--- src/sv/csam_pkg.sv ---
// Types and constants of the centrifuge speed alarm monitor.
// Used by the top level and its checker; depends on nothing.
`timescale 1ns / 1ps
`default_nettype none

package csam_pkg;

  localparam int SPEED_W  = 14;
  localparam int CNT_W    = 5;
  localparam int TICK_W   = 7;
  localparam int REMAIN_W = SPEED_W + TICK_W;
  localparam int CFG_IDX_W = 2;

  // Register indexes of the configuration port.
  localparam logic [CFG_IDX_W-1:0] REG_MAX_SPEED     = 2'd0;
  localparam logic [CFG_IDX_W-1:0] REG_MIN_RUN_SPEED = 2'd1;
  localparam logic [CFG_IDX_W-1:0] REG_SPEED_BAND    = 2'd2;

  // Reset values of the configuration registers.
  localparam logic [SPEED_W-1:0] MAX_SPEED_RST     = 14'd3000;
  localparam logic [SPEED_W-1:0] MIN_RUN_SPEED_RST = 14'd100;
  localparam logic [SPEED_W-1:0] SPEED_BAND_RST    = 14'd100;

  typedef enum logic {
    KIND_SAMPLE = 1'b0,
    KIND_TICK   = 1'b1
  } kind_t;

  typedef struct packed {
    kind_t              kind;
    logic [SPEED_W-1:0] command_rpm;
    logic [SPEED_W-1:0] measured_rpm;
    logic               power_good;
    logic               hw_error;
    logic               integration_error;
  } in_item_t;

  typedef struct packed {
    logic overspeed_alarm;
    logic hardware_alarm;
    logic integral_alarm;
    logic integration_seen;
  } out_item_t;

endpackage

`default_nettype wire

--- src/sv/centrifuge_speed_alarm_monitor_unit.sv ---
// An accepted item passes the input register and then the result register. One item
// per cycle while out_stall is low; the alarm state (power loss count, last command,
// watchdog) is updated in the single compare-and-multiply stage after the input register.
// An input register and a result register part the channels, so input is taken while
// a result waits. Reset (rst_n low, synchronous) clears all state, empties both
// registers and loads the configuration registers with their default values.
`timescale 1ns / 1ps
`default_nettype none

module centrifuge_speed_alarm_monitor_unit #(
  parameter int POWER_LOSS_LIMIT = 20,
  parameter int TICKS_PER_RPM    = 100
) (
  input  wire logic                        clk,
  input  wire logic                        rst_n,
  input  wire logic                        in_valid,
  output logic                             in_stall,
  input  wire csam_pkg::in_item_t          in_data,
  output logic                             out_valid,
  input  wire logic                        out_stall,
  output csam_pkg::out_item_t              out_data,
  input  wire logic                        cfg_we,
  input  wire logic [csam_pkg::CFG_IDX_W-1:0] cfg_index,
  input  wire logic [csam_pkg::SPEED_W-1:0]   cfg_wdata
);

  import csam_pkg::*;

  localparam logic [CNT_W-1:0]  CNT_LIMIT  = CNT_W'(POWER_LOSS_LIMIT);
  localparam logic [TICK_W-1:0] TICK_MULT  = TICK_W'(TICKS_PER_RPM);

  // Configuration registers.
  logic [SPEED_W-1:0] max_speed_r, min_run_speed_r, speed_band_r;

  // Pipeline registers.
  logic      s1_valid_r, s1_valid_nxt;
  in_item_t  s1_item_r;
  logic      out_valid_r, out_valid_nxt;
  out_item_t out_item_r, out_item_nxt;

  // Alarm state.
  logic [CNT_W-1:0]    loss_cnt_r, loss_cnt_nxt;
  logic [SPEED_W-1:0]  last_cmd_r, last_cmd_nxt;
  logic                wd_run_r, wd_run_nxt;
  logic [REMAIN_W-1:0] wd_remain_r, wd_remain_nxt;
  logic                integ_r, integ_nxt;

  // Handshake control.
  logic s1_go;
  logic in_take;

  // Datapath terms for the item in the input register.
  logic [SPEED_W:0]            cmd_ext, meas_ext, band_ext;
  logic [SPEED_W:0]            max_plus_one;
  logic [SPEED_W:0]            meas_plus_band, cmd_plus_band;
  logic [SPEED_W+TICK_W-1:0]   arm_load;
  logic                        running, out_of_band;
  logic [CNT_W-1:0]            cnt_inc;
  logic [REMAIN_W-1:0]         remain_dec;
  logic                        run_tmp;

  assign s1_go     = s1_valid_r && (!out_valid_r || !out_stall);
  assign in_stall  = s1_valid_r && !s1_go;
  assign in_take   = in_valid && !in_stall;
  assign out_valid = out_valid_r;
  assign out_data  = out_item_r;

  assign cmd_ext        = {1'b0, s1_item_r.command_rpm};
  assign meas_ext       = {1'b0, s1_item_r.measured_rpm};
  assign band_ext       = {1'b0, speed_band_r};
  assign max_plus_one   = {1'b0, max_speed_r} + (SPEED_W+1)'(1);
  assign meas_plus_band = meas_ext + band_ext;
  assign cmd_plus_band  = cmd_ext + band_ext;
  assign arm_load       = REMAIN_W'(s1_item_r.command_rpm) * REMAIN_W'(TICK_MULT);
  assign running        = s1_item_r.command_rpm >= min_run_speed_r;
  assign out_of_band    = (cmd_ext > meas_plus_band) || (cmd_plus_band < meas_ext);
  assign cnt_inc        = loss_cnt_r + CNT_W'(1);
  assign remain_dec     = wd_remain_r - REMAIN_W'(1);

  // Handshake next state for the two registers.
  always_comb begin
    s1_valid_nxt = s1_valid_r;
    if (in_take) begin
      s1_valid_nxt = 1'b1;
    end else if (s1_go) begin
      s1_valid_nxt = 1'b0;
    end
    out_valid_nxt = out_valid_r;
    if (s1_go) begin
      out_valid_nxt = 1'b1;
    end else if (out_valid_r && !out_stall) begin
      out_valid_nxt = 1'b0;
    end
  end

  // Alarm evaluation and state update for the item in the input register.
  always_comb begin
    loss_cnt_nxt  = loss_cnt_r;
    last_cmd_nxt  = last_cmd_r;
    wd_run_nxt    = wd_run_r;
    wd_remain_nxt = wd_remain_r;
    integ_nxt     = integ_r;
    run_tmp       = wd_run_r;
    out_item_nxt  = '0;
    unique case (s1_item_r.kind)
      KIND_TICK: begin
        // Count the armed watchdog down; expiry raises the integral alarm.
        if (wd_run_r && (wd_remain_r != '0)) begin
          wd_remain_nxt = remain_dec;
          if (remain_dec == '0) begin
            out_item_nxt.integral_alarm = 1'b1;
            wd_run_nxt = 1'b0;
          end
        end
      end
      default: begin
        out_item_nxt.overspeed_alarm = cmd_ext > max_plus_one;
        // Consecutive running commands without power.
        if (running && !s1_item_r.power_good) begin
          loss_cnt_nxt = cnt_inc;
        end else begin
          loss_cnt_nxt = '0;
        end
        if (loss_cnt_nxt > CNT_LIMIT) begin
          out_item_nxt.hardware_alarm = 1'b1;
          loss_cnt_nxt = '0;
        end
        if (s1_item_r.hw_error) begin
          out_item_nxt.hardware_alarm = 1'b1;
        end
        if (s1_item_r.integration_error) begin
          integ_nxt = 1'b1;
        end
        // A changed command restarts the watchdog.
        last_cmd_nxt = s1_item_r.command_rpm;
        if (last_cmd_r != s1_item_r.command_rpm) begin
          run_tmp = 1'b0;
        end
        // Arm when out of band, disarm when back in band.
        if (running && out_of_band) begin
          if (!run_tmp) begin
            wd_remain_nxt = REMAIN_W'(arm_load);
            wd_run_nxt    = 1'b1;
          end else begin
            wd_run_nxt    = 1'b1;
          end
        end else begin
          wd_run_nxt    = 1'b0;
          wd_remain_nxt = '0;
        end
      end
    endcase
    out_item_nxt.integration_seen = integ_nxt;
  end

  // Control and state registers.
  always_ff @(posedge clk) begin
    if (!rst_n) begin
      max_speed_r     <= MAX_SPEED_RST;
      min_run_speed_r <= MIN_RUN_SPEED_RST;
      speed_band_r    <= SPEED_BAND_RST;
      s1_valid_r      <= 1'b0;
      out_valid_r     <= 1'b0;
      loss_cnt_r      <= '0;
      last_cmd_r      <= '0;
      wd_run_r        <= 1'b0;
      wd_remain_r     <= '0;
      integ_r         <= 1'b0;
    end else begin
      s1_valid_r  <= s1_valid_nxt;
      out_valid_r <= out_valid_nxt;
      if (cfg_we) begin
        unique case (cfg_index)
          REG_MAX_SPEED:     max_speed_r     <= cfg_wdata;
          REG_MIN_RUN_SPEED: min_run_speed_r <= cfg_wdata;
          REG_SPEED_BAND:    speed_band_r    <= cfg_wdata;
          default: ;
        endcase
      end
      if (s1_go) begin
        loss_cnt_r  <= loss_cnt_nxt;
        last_cmd_r  <= last_cmd_nxt;
        wd_run_r    <= wd_run_nxt;
        wd_remain_r <= wd_remain_nxt;
        integ_r     <= integ_nxt;
      end
    end
  end

  // Payload registers.
  always_ff @(posedge clk) begin
    if (in_take) begin
      s1_item_r <= in_data;
    end
    if (s1_go) begin
      out_item_r <= out_item_nxt;
    end
  end

endmodule

`default_nettype wire

--- config.mk ---
export PLATFORM = sky130hd
export DESIGN_NAME = centrifuge_speed_alarm_monitor_unit
export DESIGN_NICKNAME = d
export VERILOG_FILES = /design/src/sv/csam_pkg.sv /design/src/sv/centrifuge_speed_alarm_monitor_unit.sv
export SDC_FILE = /design/constraint.sdc
export NUM_CORES = 1
export LEC_CHECK = 0
export ABC_AREA = 1
export BUFFER_PORTS_ARGS = -buffer_cell sky130_fd_sc_hd__buf_2
export CORE_MARGIN = 4
export CORE_UTILIZATION = 50
export DETAILED_ROUTE_END_ITERATION = 6
export HOLD_SLACK_MARGIN = 0.03
export PLACE_DENSITY = 0.68
export RECOVER_POWER = 100
export SLEW_MARGIN = 20
export SYNTH_ARGS = -nofsm -noshare
export SYNTH_HDL_FRONTEND = slang
export SYNTH_SLANG_ARGS = --single-unit
export TNS_END_PERCENT = 20
--- constraint.sdc ---
create_clock -name clk -period 5.2 [get_ports clk]
set_input_delay 1.04 -clock clk [delete_from_list [all_inputs] [get_ports clk]]
set_output_delay 1.04 -clock clk [all_outputs]
set_load 0.005 [all_outputs]
==> impl_metrics.ini <==
[status]
status = finished, violations left
violations = max-capacitance violations, max-slew violations

[floorplanning]
die_area_um2 = 21400
pin_count = 59
dieHeight_um = 146
core_um2 = 18800
fp.dieW_um = 146
fp-row-count = 50
start_util_pct = 51.0

[flow_run]
cap_violations = 2

[clock_tree]
cts_tree = built
cts.htree.levels = 4
cts_buffers = 17
cts_root_buf = clkbuf_16
cts_buffer_depth = 2
clock_latency_ps = 420
post_cts_resized = 0
cts.sinks = 122
post_cts_buffers = 0
clk_pin_slew_ps = 60
ctsHoldBuffers = 0

[global_routing]
antenna_found_initial = 0
use_met3_pct = 3.07
grt_pass1_vias = 7907
grt_max_degree = 72
grt_use_total_pct = 21.9
grt-ovfl-total = 0
grt_util_met1_pct = 30.5
gr-usage-met2_pct = 35.2
busiest_layer = met2
grt_pass1_wl_um = 38500

[detailed_routing]
vias = 8396
avgViaCountPerCell = 5.21
drc = 0
dr.pass1.iters = 6
drt_iter0_markers = 549
wl_per_cell_um = 14.2
drtAntennaViolNets = 0
postRouteWirelength_um = 22900

[timing]
fin_crit_sh_pct = 86.4
setup_tns_ps = 0
hold_violations = 0
finalMaxSlewViolations = 102
finalSetupViolCount = 0
clock_skew_ps = 12.6
worst_pin_slew_ps = 3050
period_needed_ps = 4490
rsz0062_at_grt = no
setup_ws_ps = 707
timing.fmax_ghz = 0.223
maxSlewHeadroom_pct = -103

[synthesis]
synth.most_common_cell = nand2_1
ys_ff_latch = 122
synth.area.top_cells = dfxtp_1 18%, ha_1 18%, nand2_1 12%
synthFlopType = dfxtp_1
synth_cell_type_count = 44
yosysTopAreaCellShare_pct = 18.0
syn_area_um2 = 9580
ys_top_cells_by_count = 300 x nand2_1, 198 x inv_1, 134 x ha_1, 122 x nor2_1, 98 x a21oi_1
syn_avg_cell_area_um2 = 7.33
synth_edf_count = 36
synth_fp_nets = 1505
synth-async-reset-ratio_pct = 0
yosys_warnings = 0
synth_largest_area_cell = dfxtp_1
synthesis.instances = 1307
seq_area_frac_synth_pct = 29.3

[placement]
dp_hpwl_um = 17800
gp_congestion = 0.891
dp_slack_ps = 1050
place_area_um2 = 10100
portBuffers = 58

[setup_path]
crit_chain = buf_2 -> clkbuf_1 -> inv_1 -> a21oi_1
crit_type = primary input to flip-flop
arrival_ps = 4810
crit_required_ps = 5520
critPathLaunchType = primary input
critPathSlowestCell = clkbuf_1
worst_setup_path_end_kind = flip-flop
critPathMaxStageDelay_ps = 2140
worst-path-max-fanout = 71

[power_and_ir_drop]
pwr_density_cell_nw_per_um2 = 297
power_mw = 3.15
power.leakage_nw = 5.45
ir_drop_mv = 0.230

[finish]
fillCellCount = 1803
final_area_um2 = 10600
area.growth.synth_to_final_pct = 10.8
antennaDiodeCount = 0
final_core_util_pct = 56.5
drive_gt1_share_pct = 7.98
fin_nets = 1565

[worst_hold_path]
min-delay-path-class = flip-flop to flip-flop
[cell type report]
| type | instances | area (um^2) | area share [%] |
|---|---|---|---|
| clock buffers | 21 | 470 | 4.44 |
| clock inverters | 10 | 68.8 | 0.649 |
| inverters | 200 | 751 | 7.08 |
| multi-input cells | 956 | 5860 | 55.2 |
| flip-flops and latches | 122 | 2800 | 26.4 |
| well taps | 234 | 293 | 2.76 |
| repair buffers | 70 | 363 | 3.42 |
[worst paths after layout]
check / from / end / slack (ps) / cells after the start
max: rst_n / speed_band_r[11]$_SDFFE_PN0P_ / 710 / 4
min: min_run_speed_r[9]$_SDFFE_PN0P_ / min_run_speed_r[9]$_SDFFE_PN0P_ / 470 / 2
max reg2reg: cmd_ext[5]$_DFFE_PP_ / wd_remain_r[8]$_SDFFE_PN0P_ / 860 / 25
min reg2reg: min_run_speed_r[9]$_SDFFE_PN0P_ / min_run_speed_r[9]$_SDFFE_PN0P_ / 470 / 2
[cell usage in the layout (no fill, tap or decap), types with 4 or more instances in the layout]
cell type,n
nand2_1,300
inv_1,198
ha_1,134
nor2_1,122
a21oi_1,98
dfxtp_1,86
nand3_1,67
o21ai_0,60
buf_2,53
xor2_1,47
edfxtp_1,36
xnor2_1,18
nor3_1,18
clkbuf_16,17
fa_1,11
o211ai_1,10
nand4_1,10
clkbuf_1,9
buf_4,9
or2_2,7
nand3b_1,6
a21boi_0,5
nor4_1,5
a21o_1,4
o21bai_1,4
a31oi_1,4
[state kept, by name, summed over array words and instances (netlist names)]
| register | count |
|---|---|
| min_run_speed_r | 14 |
| s1_item_r | 4 |
| out_data | 4 |
| cmd_ext | 14 |
| max_speed_r | 14 |
| loss_cnt_r | 5 |
| meas_ext | 14 |
| wd_run_r | 1 |
| wd_remain_r | 21 |
| out_valid | 1 |
| s1_valid_r | 1 |
| integ_r | 1 |
| last_cmd_r | 14 |
| speed_band_r | 14 |
[logic make-up (layout without fill, tap and decap cells)]
kind of cell    Yosys count  after routing  synth area share, %
compound gates          199            199                 11.5
xor+xnor                 65             65                 5.95
fa+ha+maj               145            145                 19.8
buf+inv                 229            301                 9.38
flops                   122            122                 29.3
simple gates            547            547                 24.1
[where the power goes]
part / total, mW / switching [mW] / internal, mW
registers: 1.08 / 0.0466 / 1.04
clock network: 1.08 / 0.440 / 0.644
logic: 0.981 / 0.610 / 0.370
total: 3.15 / 1.10 / 2.05
[through the flow]
stage                     std cells  hold slack [ps]
after floorplan                1307              435
after global placement         1582              454
after detailed placement       1582              462
after CTS                      1613              469
after global routing           1613              493
final                          1613              470
[worst max-delay path, delay by kind of cell]
kind                   cells  cell delay [ps]
AO/OA/AOI/OAI              1              370
buffers and inverters      3             3380
[per-layer routing]
metal	vias to the layer above	wire (um)
met5	-	0
met4	0	503
met3	35	1090
met2	185	10300
met1	3793	11000
li1	4383	-
No activity file was read; power rests on OpenSTA's default activity.
